[config.mk]
export PLATFORM = sky130hd
export DESIGN_NAME = euclidean_rhythm_sequencer_unit
export DESIGN_NICKNAME = d
export VERILOG_FILES = /design/src/rtl/erg_pkg.sv /design/src/rtl/erg_cfg.sv /design/src/rtl/erg_rem.sv /design/src/rtl/euclidean_rhythm_sequencer_unit.sv
export SDC_FILE = /design/constraint.sdc
export NUM_CORES = 1
export LEC_CHECK = 0
export BUFFER_PORTS_ARGS = -buffer_cell sky130_fd_sc_hd__buf_4
export CORE_UTILIZATION = 60
export DETAILED_ROUTE_END_ITERATION = 10
export PLACE_DENSITY = 0.88
export SLEW_MARGIN = 25
export SYNTH_ARGS = -nofsm -noshare
export SYNTH_HDL_FRONTEND = slang
export SYNTH_SLANG_ARGS = --single-unit
[constraint.sdc]
create_clock -name clk -period 7.7 [get_ports clk]
set_clock_uncertainty 0.15 [all_clocks]
set_input_delay 0.77 -clock clk [delete_from_list [all_inputs] [get_ports clk]]
set_output_delay 0.77 -clock clk [all_outputs]
set_load 0.01 [all_outputs]
[src/rtl/erg_pkg.sv]
`default_nettype none
package erg_pkg;

  localparam int unsigned MAX_STEPS = 32;
  localparam int unsigned STEP_W    = 6;
  localparam int unsigned POS_W     = 5;
  localparam int unsigned DIV_W     = 11;
  localparam int unsigned REM_W     = 7;
  localparam int unsigned CNT_W     = 4;
  localparam int unsigned ADDR_W    = 4;
  localparam int unsigned DATA_W    = 32;

  localparam logic [1:0] CMD_TICK    = 2'd0;
  localparam logic [1:0] CMD_RESTART = 2'd1;
  localparam logic [1:0] CMD_PEEK    = 2'd2;
  localparam logic [1:0] CMD_STATUS  = 2'd3;

  localparam logic [1:0] REG_STEP_COUNT    = 2'd0;
  localparam logic [1:0] REG_FILL_COUNT    = 2'd1;
  localparam logic [1:0] REG_ROTATION      = 2'd2;
  localparam logic [1:0] REG_REPEAT_TARGET = 2'd3;

  localparam logic [5:0] RST_STEP_COUNT    = 6'd16;
  localparam logic [5:0] RST_FILL_COUNT    = 6'd4;
  localparam logic [4:0] RST_ROTATION      = 5'd0;
  localparam logic [7:0] RST_REPEAT_TARGET = 8'd0;

  localparam logic [CNT_W-1:0] ROT_BITS = CNT_W'(POS_W);
  localparam logic [CNT_W-1:0] PAT_BITS = CNT_W'(DIV_W);

  typedef struct packed {
    logic [5:0] step_count;
    logic [5:0] fill_count;
    logic [4:0] rotation;
    logic [7:0] repeat_target;
  } cfg_t;

  typedef struct packed {
    logic             start;
    logic [DIV_W-1:0] dividend;
    logic [REM_W-1:0] divisor;
    logic [CNT_W-1:0] nbits;
  } rem_req_t;

  typedef struct packed {
    logic             done;
    logic [REM_W-1:0] remainder;
  } rem_rsp_t;

endpackage
`default_nettype wire

[src/rtl/erg_cfg.sv]
`default_nettype none
module erg_cfg (
  input  wire logic                        clk,
  input  wire logic                        rst_n,
  input  wire logic                        cfg_psel,
  input  wire logic                        cfg_penable,
  input  wire logic                        cfg_pwrite,
  input  wire logic [erg_pkg::ADDR_W-1:0]  cfg_paddr,
  input  wire logic [erg_pkg::DATA_W-1:0]  cfg_pwdata,
  output logic      [erg_pkg::DATA_W-1:0]  cfg_prdata,
  output logic                             cfg_pready,
  output erg_pkg::cfg_t                    cfg
);
  import erg_pkg::*;

  cfg_t cfg_r, cfg_nxt;
  logic wr_en;

  assign wr_en      = cfg_psel & cfg_penable & cfg_pwrite;
  assign cfg_pready = 1'b1;
  assign cfg        = cfg_r;

  always_comb begin
    cfg_nxt = cfg_r;
    if (wr_en) begin
      case (cfg_paddr[3:2])
        REG_STEP_COUNT:    cfg_nxt.step_count    = cfg_pwdata[5:0];
        REG_FILL_COUNT:    cfg_nxt.fill_count    = cfg_pwdata[5:0];
        REG_ROTATION:      cfg_nxt.rotation      = cfg_pwdata[4:0];
        REG_REPEAT_TARGET: cfg_nxt.repeat_target = cfg_pwdata[7:0];
        default:           cfg_nxt = cfg_r;
      endcase
    end
  end

  always_comb begin
    case (cfg_paddr[3:2])
      REG_STEP_COUNT:    cfg_prdata = DATA_W'(cfg_r.step_count);
      REG_FILL_COUNT:    cfg_prdata = DATA_W'(cfg_r.fill_count);
      REG_ROTATION:      cfg_prdata = DATA_W'(cfg_r.rotation);
      REG_REPEAT_TARGET: cfg_prdata = DATA_W'(cfg_r.repeat_target);
      default:           cfg_prdata = '0;
    endcase
  end

  always_ff @(posedge clk) begin
    if (!rst_n) begin
      cfg_r.step_count    <= RST_STEP_COUNT;
      cfg_r.fill_count    <= RST_FILL_COUNT;
      cfg_r.rotation      <= RST_ROTATION;
      cfg_r.repeat_target <= RST_REPEAT_TARGET;
    end else begin
      cfg_r <= cfg_nxt;
    end
  end

endmodule
`default_nettype wire

[src/rtl/erg_rem.sv]
`default_nettype none
module erg_rem (
  input  wire logic              clk,
  input  wire logic              rst_n,
  input  erg_pkg::rem_req_t      req,
  output erg_pkg::rem_rsp_t      rsp
);
  import erg_pkg::*;

  logic [DIV_W-1:0] shift_r, shift_nxt;
  logic [REM_W-1:0] rem_r, rem_nxt;
  logic [REM_W-1:0] divisor_r, divisor_nxt;
  logic [CNT_W-1:0] cnt_r, cnt_nxt;
  logic             busy_r, busy_nxt;
  logic             done_r, done_nxt;
  logic [REM_W-1:0] trial;
  logic [REM_W-1:0] trial_red;

  // one dividend bit per cycle, msb first
  assign trial     = {rem_r[REM_W-2:0], shift_r[DIV_W-1]};
  assign trial_red = (trial >= divisor_r) ? trial - divisor_r : trial;

  always_comb begin
    shift_nxt   = shift_r;
    rem_nxt     = rem_r;
    divisor_nxt = divisor_r;
    cnt_nxt     = cnt_r;
    busy_nxt    = busy_r;
    done_nxt    = 1'b0;
    if (req.start) begin
      shift_nxt   = req.dividend;
      rem_nxt     = '0;
      divisor_nxt = req.divisor;
      cnt_nxt     = req.nbits;
      busy_nxt    = 1'b1;
    end else if (busy_r) begin
      shift_nxt = {shift_r[DIV_W-2:0], 1'b0};
      rem_nxt   = trial_red;
      cnt_nxt   = cnt_r - CNT_W'(1);
      if (cnt_r == CNT_W'(1)) begin
        busy_nxt = 1'b0;
        done_nxt = 1'b1;
      end
    end
  end

  always_ff @(posedge clk) begin
    if (!rst_n) begin
      cnt_r  <= '0;
      busy_r <= 1'b0;
      done_r <= 1'b0;
    end else begin
      cnt_r  <= cnt_nxt;
      busy_r <= busy_nxt;
      done_r <= done_nxt;
    end
  end

  always_ff @(posedge clk) begin
    shift_r   <= shift_nxt;
    rem_r     <= rem_nxt;
    divisor_r <= divisor_nxt;
  end

  assign rsp.done      = done_r;
  assign rsp.remainder = rem_r;

endmodule
`default_nettype wire

[src/rtl/euclidean_rhythm_sequencer_unit.sv]
`default_nettype none
// channel  direction  handshake           payload
// in       input      in_valid/in_stall   in_command, in_step_index
// out      output     out_valid/out_stall out_hit, out_position, out_wrapped, out_repeat_end
// cfg      input      apb write/read      step_count, fill_count, rotation, repeat_target
//
// one transaction at a time; when the pattern bit must be worked out, the shared bit-serial
// remainder unit runs twice (5 bits of rotation, then 11 bits of pattern); it is skipped
// when the position lies beyond the cycle or there are no fills
// rst_n is synchronous, active low; clears position, cycle count, registers and control
// a waiting result sits in the output register; a stalled output holds the next result back
module euclidean_rhythm_sequencer_unit (
  input  wire logic                        clk,
  input  wire logic                        rst_n,
  input  wire logic                        in_valid,
  output logic                             in_stall,
  input  wire logic [1:0]                  in_command,
  input  wire logic [4:0]                  in_step_index,
  output logic                             out_valid,
  input  wire logic                        out_stall,
  output logic                             out_hit,
  output logic      [4:0]                  out_position,
  output logic                             out_wrapped,
  output logic                             out_repeat_end,
  input  wire logic                        cfg_psel,
  input  wire logic                        cfg_penable,
  input  wire logic                        cfg_pwrite,
  input  wire logic [erg_pkg::ADDR_W-1:0]  cfg_paddr,
  input  wire logic [erg_pkg::DATA_W-1:0]  cfg_pwdata,
  output logic      [erg_pkg::DATA_W-1:0]  cfg_prdata,
  output logic                             cfg_pready
);
  import erg_pkg::*;

  typedef enum logic [6:0] {
    ST_IDLE   = 7'b0000001,
    ST_RSTART = 7'b0000010,
    ST_RWAIT  = 7'b0000100,
    ST_MUL    = 7'b0001000,
    ST_MSTART = 7'b0010000,
    ST_MWAIT  = 7'b0100000,
    ST_OUT    = 7'b1000000
  } state_t;

  cfg_t      cfg;
  rem_req_t  req;
  rem_rsp_t  rsp;

  state_t           state_r, state_nxt;
  logic [POS_W-1:0] step_pos_r, step_pos_nxt;
  logic [7:0]       cycle_cnt_r, cycle_cnt_nxt;
  logic             out_valid_r, out_valid_nxt;

  logic [POS_W-1:0] q_r, q_nxt;
  logic [POS_W-1:0] u_r, u_nxt;
  logic [DIV_W-1:0] n_r, n_nxt;
  logic             hit_r, hit_nxt;
  logic [POS_W-1:0] pos_r, pos_nxt;
  logic             wrap_r, wrap_nxt;
  logic             rend_r, rend_nxt;

  logic             out_hit_r, out_hit_nxt;
  logic [POS_W-1:0] out_pos_r, out_pos_nxt;
  logic             out_wrap_r, out_wrap_nxt;
  logic             out_rend_r, out_rend_nxt;

  logic [STEP_W-1:0] s_eff;
  logic [STEP_W-1:0] f_eff;
  logic              accept;
  logic [POS_W-1:0]  q_in;
  logic [STEP_W:0]   u_sum;
  logic [STEP_W:0]   u_red;
  logic [11:0]       prod;
  logic [7:0]        cc_inc;
  logic              out_free;

  erg_cfg u_cfg (
    .clk         (clk),
    .rst_n       (rst_n),
    .cfg_psel    (cfg_psel),
    .cfg_penable (cfg_penable),
    .cfg_pwrite  (cfg_pwrite),
    .cfg_paddr   (cfg_paddr),
    .cfg_pwdata  (cfg_pwdata),
    .cfg_prdata  (cfg_prdata),
    .cfg_pready  (cfg_pready),
    .cfg         (cfg)
  );

  erg_rem u_rem (
    .clk   (clk),
    .rst_n (rst_n),
    .req   (req),
    .rsp   (rsp)
  );

  always_comb begin
    if (cfg.step_count == '0) begin
      s_eff = STEP_W'(1);
    end else if (cfg.step_count > STEP_W'(MAX_STEPS)) begin
      s_eff = STEP_W'(MAX_STEPS);
    end else begin
      s_eff = cfg.step_count;
    end
    f_eff = (cfg.fill_count > s_eff) ? s_eff : cfg.fill_count;
  end

  assign in_stall  = (state_r != ST_IDLE);
  assign accept    = in_valid & ~in_stall;
  assign out_free  = ~out_valid_r | ~out_stall;
  assign out_valid = out_valid_r;

  // unrotated index: (q + s - r) mod s
  assign u_sum = (STEP_W+1)'(q_r) + (STEP_W+1)'(s_eff) - rsp.remainder;
  assign u_red = (u_sum >= (STEP_W+1)'(s_eff)) ? u_sum - (STEP_W+1)'(s_eff) : u_sum;
  // hit when (f*(2u+1) - 1) mod 2s < 2f
  assign prod   = 12'(f_eff) * 12'({u_r, 1'b1}) - 12'd1;
  assign cc_inc = (cfg.repeat_target != '0) ? cycle_cnt_r + 8'd1 : cycle_cnt_r;

  always_comb begin
    case (in_command)
      CMD_RESTART: q_in = '0;
      CMD_PEEK:    q_in = in_step_index;
      default:     q_in = step_pos_r;
    endcase
  end

  always_comb begin
    req.start    = 1'b0;
    req.dividend = {cfg.rotation, (DIV_W-POS_W)'(0)};
    req.divisor  = REM_W'(s_eff);
    req.nbits    = ROT_BITS;
    case (state_r)
      ST_RSTART: req.start = 1'b1;
      ST_MSTART: begin
        req.start    = 1'b1;
        req.dividend = n_r;
        req.divisor  = {s_eff, 1'b0};
        req.nbits    = PAT_BITS;
      end
      default: req.start = 1'b0;
    endcase
  end

  always_comb begin
    state_nxt     = state_r;
    step_pos_nxt  = step_pos_r;
    cycle_cnt_nxt = cycle_cnt_r;
    out_valid_nxt = out_valid_r & out_stall;
    q_nxt         = q_r;
    u_nxt         = u_r;
    n_nxt         = n_r;
    hit_nxt       = hit_r;
    pos_nxt       = pos_r;
    wrap_nxt      = wrap_r;
    rend_nxt      = rend_r;
    out_hit_nxt   = out_hit_r;
    out_pos_nxt   = out_pos_r;
    out_wrap_nxt  = out_wrap_r;
    out_rend_nxt  = out_rend_r;
    case (state_r)
      ST_IDLE: begin
        if (accept) begin
          q_nxt    = q_in;
          pos_nxt  = (in_command == CMD_RESTART) ? '0 : step_pos_r;
          wrap_nxt = 1'b0;
          rend_nxt = 1'b0;
          hit_nxt  = 1'b0;
          if (in_command == CMD_TICK) begin
            if ((STEP_W'(step_pos_r) + STEP_W'(1)) < s_eff) begin
              step_pos_nxt = step_pos_r + POS_W'(1);
            end else begin
              step_pos_nxt  = '0;
              wrap_nxt      = 1'b1;
              cycle_cnt_nxt = cc_inc;
              if (cc_inc >= cfg.repeat_target) begin
                cycle_cnt_nxt = '0;
                rend_nxt      = 1'b1;
              end
            end
          end else if (in_command == CMD_RESTART) begin
            step_pos_nxt = '0;
          end
          if ((STEP_W'(q_in) >= s_eff) || (f_eff == '0)) begin
            state_nxt = ST_OUT;
          end else begin
            state_nxt = ST_RSTART;
          end
        end
      end
      ST_RSTART: state_nxt = ST_RWAIT;
      ST_RWAIT: begin
        if (rsp.done) begin
          u_nxt     = u_red[POS_W-1:0];
          state_nxt = ST_MUL;
        end
      end
      ST_MUL: begin
        n_nxt     = prod[DIV_W-1:0];
        state_nxt = ST_MSTART;
      end
      ST_MSTART: state_nxt = ST_MWAIT;
      ST_MWAIT: begin
        if (rsp.done) begin
          hit_nxt   = (rsp.remainder < {f_eff, 1'b0});
          state_nxt = ST_OUT;
        end
      end
      ST_OUT: begin
        if (out_free) begin
          out_valid_nxt = 1'b1;
          out_hit_nxt   = hit_r;
          out_pos_nxt   = pos_r;
          out_wrap_nxt  = wrap_r;
          out_rend_nxt  = rend_r;
          state_nxt     = ST_IDLE;
        end
      end
      default: state_nxt = ST_IDLE;
    endcase
  end

  always_ff @(posedge clk) begin
    if (!rst_n) begin
      state_r     <= ST_IDLE;
      step_pos_r  <= '0;
      cycle_cnt_r <= '0;
      out_valid_r <= 1'b0;
    end else begin
      state_r     <= state_nxt;
      step_pos_r  <= step_pos_nxt;
      cycle_cnt_r <= cycle_cnt_nxt;
      out_valid_r <= out_valid_nxt;
    end
  end

  always_ff @(posedge clk) begin
    q_r        <= q_nxt;
    u_r        <= u_nxt;
    n_r        <= n_nxt;
    hit_r      <= hit_nxt;
    pos_r      <= pos_nxt;
    wrap_r     <= wrap_nxt;
    rend_r     <= rend_nxt;
    out_hit_r  <= out_hit_nxt;
    out_pos_r  <= out_pos_nxt;
    out_wrap_r <= out_wrap_nxt;
    out_rend_r <= out_rend_nxt;
  end

  assign out_hit        = out_hit_r;
  assign out_position   = out_pos_r;
  assign out_wrapped    = out_wrap_r;
  assign out_repeat_end = out_rend_r;

endmodule
`default_nettype wire

==> results of run 1 <==
[metrics by stage]
stage | area (sq um) | cells | hold slack [ps]
6_report | 9170 | 1084 | 265
5_1_grt | 9170 | 1084 | 269
4_1_cts | 9170 | 1084 | 267
3_5_place_dp | 8600 | 1052 | 255
3_3_place_gp | 8600 | 1052 | 253
2_1_floorplan | 8300 | 874 | 250
[synthesized netlist by cell type, types with 5 or more instances]
master    instances  share of area, %
nand2_1          70               3.2
o22ai_1          19               1.4
buf_4            25               2.3
edfxtp_1         55                20
a21boi_0         12               1.1
o21ai_0          35               2.1
a31oi_1           7              0.53
nor3_1            8              0.49
a22o_1            5              0.53
nand3_1          30               1.8
and2_1           13              0.99
nand2b_1          6              0.46
a21o_1           12               1.1
xnor2_1          26               2.8
nand4_1           6              0.46
dfxtp_1          59                14
clkbuf_1         16              0.73
nor2_1           44               2.0
xor2_1           11               1.2
fa_1             25               6.1
nor2b_1          34               2.6
o21a_1            7              0.64
a21oi_1          38               2.3
mux2i_1          29               3.5
inv_1            86               3.9
ha_1             82                12
[power by group through the flow]
stage	clock network (uW)	logic, uW	registers [uW]
2_1_floorplan	0	878	778
3_3_place_gp	0	996	802
3_5_place_dp	0	1040	805
4_1_cts	756	1070	793
5_1_grt	782	1190	801
6_report	752	1090	794
[flip-flops by register name, summed over array words and instances, names as in the netlist, 4 cells and up]
register	flops
q_r	5
out_position	5
n_r	11
u_rem.rem_r	7
u_rem.divisor_r	7
u_cfg.cfg	25
step_pos_r	5
u_rem.shift_r	11
cycle_cnt_r	8
u_rem.cnt_r	4
pos_r	5
state_r	7
u_r	5
[layer usage]
metal  wire length [um]  vias to the layer above  part of all wire, %
met5                  0                        -                    0
li1                   -                     3050                    -
met3               1290                       46                  7.0
met2               8760                      246                   48
met4                529                        0                  2.9
met1               7670                     3062                   42
[layout make-up]
type / count / share of cell area [%]
multi-input combinational: 626 / 52.9
sequential: 114 / 30.9
clock buffer: 25 / 5.77
timing repair buffer: 48 / 3.93
inverter: 88 / 3.60
tap: 176 / 2.40
clock inverter: 7 / 0.477
[worst max-delay path, delay by kind of cell (launching register included)]
kind,cells,cell delay [ps]
AND/OR/NAND/NOR,3,360
adder cells (fa/ha/maj),5,2260
buffers and inverters,6,1050
flip-flops,1,320
multiplexers,1,800
AO/OA/AOI/OAI,5,1470
XOR/XNOR,1,170
[cells in the final DEF (no fill, tap or decap), types with 33 or more instances in the layout]
| master | netlist | layout |
|---|---|---|
| edfxtp_1 | 55 | 55 |
| a21oi_1 | 38 | 38 |
| dfxtp_1 | 59 | 59 |
| nor2_1 | 44 | 44 |
| inv_1 | 86 | 86 |
| o21ai_0 | 35 | 35 |
| buf_4 | 25 | 48 |
| nor2b_1 | 34 | 33 |
| nand2_1 | 70 | 70 |
| ha_1 | 82 | 82 |
[cell families (layout without fill, tap and decap cells)]
group / Yosys count / count (layout) / synth area share [%]
compound gates: 175 / 175 / 14.2
flops: 114 / 114 / 34.5
mux: 39 / 39 / 5.82
fa+ha+maj: 107 / 107 / 18.6
buf+inv: 134 / 168 / 7.42
simple gates: 243 / 243 / 15.4
other cells: 2 / 25 / 0.0915
xor+xnor: 37 / 37 / 3.95
[path summary, 6_finish.rpt]
path                                   endpoint     startpoint  cells after the start
worst min-delay path            out_position[1]       pos_r[1]                      0
worst max-delay path                    n_r[10]  u_cfg.cfg[24]                     21
worst min register to register  out_position[1]       pos_r[1]                      0
worst max register to register          n_r[10]  u_cfg.cfg[24]                     21
==> impl_metrics.yaml, run 1 <==
route:
  wl_mm: 18.2
  first_pass_iters: 7
  drcViolationCount: 0
  ant_nets: 0
  drt-vias-per-instance: 5.91
  avgRoutedWirePerCell_um: 16.8
  drt-initial-drc-count: 424
  vias: 6404
place:
  dp_hpwl_mm: 13.1
  numPortBuffers: 41
  pre_cts_ws_ps: 1030
  gp_congestion: 0.897
floorplan:
  core_sq_mm: 0.0133
  die_y_um: 119
  num_io_pins: 93
  dieArea_sq_mm: 0.0142
  die_w_um: 119
  start_util_pct: 61.8
  floorplan.rows: 42
worst_setup_path:
  criticalPathCategory: "reg2reg"
  r2r_slack_ps: 850
  worstPathRequired_ps: 7730
  cpPeakStageDelay_ps: 800
  arrival_ps: 6880
  cp-end-kind: "flop"
  cp_cell_sequence: "buf_4, clkinv_1, o21ai_0, inv_1, ha_1, nand2_1, o32ai_2, buf_4, mux2i_1, nand2_1, fa_1, inv_1, fa_1, fa_1, inv_1, ha_1, a211oi_1, nor2_1, o41ai_1, o21ai_0, xnor2_1"
  cp_max_fo: 12
  crit_slowest_cell: "mux2i_1"
  worst_setup_path_start_kind: "flop"
yosys:
  yosysWarningCount: 0
  avgSynthCellArea_sq_um: 9.65
  netlist_area_sq_mm: 0.00821
  async_flop_share_pct: 0
  synth_cell_types: 74
  synth_edf_count: 55
  ys_seq_area_share_pct: 34.5
  ys.flop_type: "dfxtp_1"
  syn_inst: 851
  ys_ff_latch: 114
timing:
  worstMarginPinSlew_ps: 1050
  finalMaxSlewViolations: 0
  setup_viol: 0
  relSlewSlack_pct: 29.6
  tns_ps: 0
  period_needed_ps: 6850
  period_share_pct: 89.0
  rsz0062_at_grt: "no"
  hold_violations: 0
  worst_slack_ps: 848
  clock.fmax_ghz: 0.146
clock_tree:
  cts_tree: "built"
  ctsHoldBuffers: 0
  cts.clk_slew.worst_paths_ps: 60
  clkSinkCount: 114
  cts_setup_buffers: 0
  root_buffer: "clkbuf_16"
  htreeDepth: 4
  ctsResizeCount: 0
  clock_latency_ps: 430
  cts_buffer_depth: 2
  cts_buffers: 17
pwr:
  power.switching_uw: 922
  p_int_uw: 1720
  peakVddDrop_v: 0.000233
  p_leak_uw: 0.00381
  p_clk_share_pct: 28.5
  power_uw: 2640
  power_density_mw_per_mm2: 287
  p_sw_share_pct: 35.0
  combPwrFrac_pct: 41.4
  seqPwrFrac_pct: 30.1
cells_and_area:
  layout.nets: 1052
  antennaDiodeCount: 0
  post-route-util_pct: 69.0
  regArea_sq_mm: 0.00283
  area_delta_synth_final_pct: 11.7
  multi_input_area_sq_mm: 0.00486
  layout-drive-gt1-share_pct: 11.7
  n_fill_cell: 941
global_route:
  grt_pass1_wl_mm: 30.3
  grtUsageMet3_pct: 5.80
  grt_use_total_pct: 27.3
  grt_overflow: 0
  grt_pass1_vias: 6290
  grt_busiest_layer: "met2"
  met2_usage_pct: 43.8
  grt_use_met1_pct: 35.5
  grt_max_degree: 58
  grt_antenna_before_repair: 0
worst_hold_path:
  hold_path_class: "reg2reg"
run:
  max_cap_violations: 0
outcome:
  status: "finished, final reports clean"
(Power assumes the default switching activity.)
==> run 2, diff against run 1 <==
Settings changed: CORE_UTILIZATION 60 to 55, CTS_BUF_LIST set to sky130_fd_sc_hd__clkbuf_8, PLACE_DENSITY 0.88 to 0.85.
Clock period 7.7 ns to 5.8 ns, I/O delays scaled along.
==> run 2 against run 1 <==
Clock power rose by 3.7%; routed wire length rose by 6.6%; clock-buffer cell count fell by 6; sequential cell count did not move; fmax rose by 21%; via count rose by 3.9%; setup slack got worse by 730 ps; register-to-register slack got worse by 730 ps; die area rose by 8.9%; critical path type unchanged; largest power group unchanged.
==> impl_metrics.yaml, run 2 (same netlist as run 1, synthesis figures left out) <==
route:
  wl_mm: 19.4
  avgRoutedWirePerCell_um: 17.3
  first_pass_iters: 5
  ant_nets: 0
  drt-vias-per-instance: 5.91
  vias: 6654
  drt-initial-drc-count: 447
  drcViolationCount: 0
global_route:
  grt_pass1_wl_mm: 30.0
  grt_pass1_vias: 6128
  grt_antenna_before_repair: 0
  grt_max_degree: 58
  grt_overflow: 0
  grt_use_total_pct: 25.7
worst_setup_path:
  criticalPathCategory: "reg2reg"
  worstPathRequired_ps: 5850
  reg2reg_depth: 23
  r2r-start: "u_cfg.cfg[22]"
  worstSetupStartpoint: "u_cfg.cfg[22]"
  cp_max_fo: 4
  arrival_ps: 5740
  cp-end-kind: "flop"
  worst_setup_path_start_kind: "flop"
timing:
  worstMarginPinSlew_ps: 1060
  relSlewSlack_pct: 28.6
  setup_viol: 0
  worst_slack_ps: 119
  hold_ws_ps: 228
  period_share_pct: 97.9
  finalMaxSlewViolations: 0
  period_needed_ps: 5680
  hold_violations: 0
  clock.fmax_ghz: 0.176
cells_and_area:
  layout-drive-gt1-share_pct: 17.1
  layout_common_cells: "inv_1 (86), buf_4 (80), ha_1 (78)"
  largest_register_ffs: 25
  fin_area_sq_mm: 0.00938
  antennaDiodeCount: 0
  layout.nets: 1085
  post-route-util_pct: 64.5
  layout_commonest_cell: "inv_1"
  area_delta_synth_final_pct: 14.2
floorplan:
  die_w_um: 124
  floorplan.rows: 44
  start_util_pct: 56.5
  dieArea_sq_mm: 0.0154
  num_io_pins: 93
  die_y_um: 124
  core_sq_mm: 0.0145
pwr:
  power_uw: 3310
  p_leak_uw: 0.00392
  peakVddDrop_v: 0.000272
  power_density_mw_per_mm2: 353
clock_tree:
  htreeDepth: 4
  root_buffer: "clkbuf_8"
  cts.clk_slew.worst_paths_ps: 70
  clock_latency_ps: 460
  cts_buffers: 17
  cts_tree: "built"
  clkSinkCount: 114
  cts_buffer_depth: 2
worst_hold_path:
  hp-start: "cfg_pwdata[4]"
  hold_path_class: "in2reg"
  hold_depth: 3
place:
  dp_hpwl_mm: 13.5
  numPortBuffers: 41
  placedInstanceArea_sq_mm: 0.00875
  pre_cts_ws_ps: -25.4
  gp_congestion: 0.901
outcome:
  status: "finished, final reports clean"
run:
  max_cap_violations: 0
==> run 2: cell count changes in the layout (fill, tap and decap cells not counted), moves of 4 or more <==
cell       previous run  this run
buf_4                48        80
clkbuf_16            20         0
clkbuf_8              1        19
clkbuf_1              4         0
ha_1                 82        78
o21ai_0              35        31
==> run 2: power by group <==
group          leakage, uW  total, uW  switching, uW  internal, uW
sequential        0.000987       1050           81.4           971
clock             0.000224        780            340           440
combinational      0.00271       1470            782           693
total              0.00392       3310           1200          2100
==> run 2: per-stage QoR <==
stage                     std cells  setup TNS [ps]
after global routing           1125            -101
final                          1125               0
after CTS                      1111               0
after detailed placement       1077           -25.4
after global placement         1077               0
after floorplan                 874               0
==> run 2: path summary, 6_finish.rpt <==
check / to / slack (ps)
setup reg to reg: n_r[10] / 120
hold / removal: u_cfg.cfg[23] / 230
hold reg to reg: out_repeat_end / 270
setup / recovery: n_r[10] / 120
==> run 2: final cells by class <==
| cell class | count | area [sq um] |
|---|---|---|
| Clock buffer | 19 | 262 |
| Clock inverter | 13 | 143 |
| Fill cell | 1106 | 5160 |
| Inverter | 88 | 332 |
| Multi-Input combinational cell | 626 | 4970 |
| Sequential cell | 114 | 2830 |
| Tap cell | 184 | 230 |
| Timing Repair Buffer | 81 | 612 |
==> run 2: routing by layer <==
metal	wire [um]	vias to the layer above	GRT usage [%]
met5	0	-	0
li1	-	3120	-
met3	1470	51	5.68
met1	8160	3167	34.7
met4	503	0	9.00
met2	9320	316	40.4
==> run 2: worst max-delay path, cell delays in order (launching register included) <==
cell      delay (ps)
dfxtp_1          320
buf_4            150
nor4_4           270
o21ai_1          120
inv_1            110
ha_2             170
nand2b_1         100
a21oi_1           80
o32ai_2          250
buf_4            200
mux2i_4          340
nand2_2          100
fa_1             570
inv_2             60
fa_1             460
fa_1             500
inv_1             50
ha_1             300
buf_4            160
a211oi_2         270
nor2_2            80
o41ai_2          340
o21ai_1          130
xnor2_1          150
==> run 2: timing repair <==
action | CTS | global route
setup endpoints to repair | 1 | 5
resized for setup | 2 | 26
hold buffers | 0 | 0
pin swaps | 1 | 17
buffers inserted | 2 | 14
cloned | 0 | 0
==> run 3, diff against run 2 <==
Settings changed: REMOVE_ABC_BUFFERS set to 1.
==> run 3 against run 2 <==
Non-clock buffer count shrank 8; cell count shrank 0.71%; routed wire length shrank 6.6%; register-to-register slack gained 40 ps; sequential cell count is the same; fmax grew 0.67%; first-iteration DRC count grew 9.4%; combinational power is essentially flat; via count shrank 2.3%; sequential power is essentially flat; power shrank 0.15%; critical path depth shrank 1.
==> impl_metrics.yaml, run 3 (same netlist as run 1, synthesis figures left out) <==
floorplan:
  dieArea_sq_mm: 0.0154
  core_sq_mm: 0.0145
  floorplan.rows: 44
  start_util_pct: 56.5
  num_io_pins: 93
  die_w_um: 124
  die_y_um: 124
clock_tree:
  cts_buffers: 17
  htreeDepth: 4
  clkSinkCount: 114
  root_buffer: "clkbuf_8"
  ctsHoldBuffers: 0
  cts_buffer_depth: 2
  cts_tree: "built"
  cts.clk_slew.worst_paths_ps: 70
  clock_latency_ps: 450
timing:
  tns_ps: 0
  relSlewSlack_pct: 30.1
  worst_slack_ps: 157
  finalMaxSlewViolations: 0
  worstMarginPinSlew_ps: 1040
  clock.fmax_ghz: 0.177
  period_share_pct: 97.3
  hold_ws_ps: 242
  hold_violations: 0
  setup_viol: 0
  period_needed_ps: 5640
worst_setup_path:
  cp-end-kind: "flop"
  arrival_ps: 5690
  criticalPathCategory: "reg2reg"
  cp_max_fo: 7
  worstPathRequired_ps: 5850
  worst_setup_path_start_kind: "flop"
cells_and_area:
  layout-drive-gt1-share_pct: 15.5
  layout_common_cells: "inv_1 (89), ha_1 (80), buf_4 (71)"
  layout.nets: 1077
  antennaDiodeCount: 0
  n_fill_cell: 1125
  post-route-util_pct: 63.9
  largest_register_ffs: 25
  layout_commonest_cell: "inv_1"
  area_delta_synth_final_pct: 13.2
pwr:
  power_density_mw_per_mm2: 355
  p_leak_uw: 0.00389
  peakVddDrop_v: 0.000267
global_route:
  grt_overflow: 0
  grt_pass1_vias: 5962
  grt_max_degree: 58
  grt_use_total_pct: 24.7
  grt_pass1_wl_mm: 29.1
  grt_antenna_before_repair: 0
route:
  vias: 6501
  drt-vias-per-instance: 5.82
  avgRoutedWirePerCell_um: 16.3
  wl_met2_mm: 8.83
  ant_nets: 0
  wl_mm: 18.2
  wl_met1_mm: 7.85
  wl_met3_mm: 1.13
  drcViolationCount: 0
  drt-initial-drc-count: 489
  topRoutingLayerUsed: "met4"
  first_pass_iters: 7
place:
  dp_hpwl_mm: 13.2
  numPortBuffers: 41
  gp_congestion: 0.914
  pre_cts_ws_ps: -38.0
worst_hold_path:
  hold_path_class: "in2reg"
outcome:
  status: "finished, final reports clean"
run:
  max_cap_violations: 0
[run 3: cell count changes in the layout (fill, tap and decap cells not counted), moves of 2 or more]
cell / before / now
buf_4: 80 / 71
ha_1: 78 / 80
inv_1: 86 / 89
inv_2: 3 / 1
inv_4: 2 / 0
nand2_1: 68 / 70
nand2_2: 2 / 0
[run 3: report_power, final]
part	internal [uW]	switching [uW]
Combinational	684	760
Sequential	971	87.3
Clock	471	329
[run 3: through the flow]
step / area (sq um) / power, uW / cells
3_3_place_gp: 8770 / 2400 / 1081
3_5_place_dp: 8770 / 2460 / 1081
4_1_cts: 9190 / 3280 / 1113
6_report: 9290 / 3300 / 1117
5_1_grt: 9290 / 3490 / 1117
2_1_floorplan: 8020 / 2150 / 828
[run 3: worst max-delay path: stages (launching register included)]
cell and delay [ps]:
dfxtp_1 370, nor2b_4 130, inv_1 60, ha_1 300, a211oi_2 230, nor2_1 80
o32ai_2 280, buf_6 170, clkbuf_2 160, o21ai_1 120, and2_1 180, fa_1 470
inv_1 50, fa_1 480, inv_1 60, fa_1 490, fa_1 560, ha_4 230
o21ai_0 70, nor2_1 80, o41ai_2 380, o21ai_1 120, xnor2_1 150
[run 3: layout make-up]
type / count / area [sq um] / share of cell area, %
flip-flops and latches: 114 / 2830 / 30.5
clock inverters: 14 / 174 / 1.87
repair buffers: 73 / 549 / 5.91
clock buffers: 18 / 248 / 2.67
inverters: 88 / 330 / 3.55
well taps: 184 / 230 / 2.48
multi-input cells: 626 / 4930 / 53.0
[run 3: final timing paths]
path	start	to	slack (ps)	cells after the start
worst max-delay path	u_cfg.cfg[24]	n_r[10]	160	22
worst min-delay path	cfg_pwdata[7]	u_cfg.cfg[7]	240	3
worst max register to register	u_cfg.cfg[24]	n_r[10]	160	22
worst min register to register	hit_r	out_hit	270	0
[run 3: metal layers]
layer  up-vias  global-route usage (%)
met2       258                    39.8
met3        36                    4.21
li1       3095                       -
met1      3112                    33.5
met4         0                    8.71
met5         -                       0
[run 3: timing repair]
item,in CTS,in global routing
setup endpoints to repair,2,4
setup buffers,0,4
endpoints found under the hold margin,0,0
gates resized for setup,2,16
pin swaps,0,4
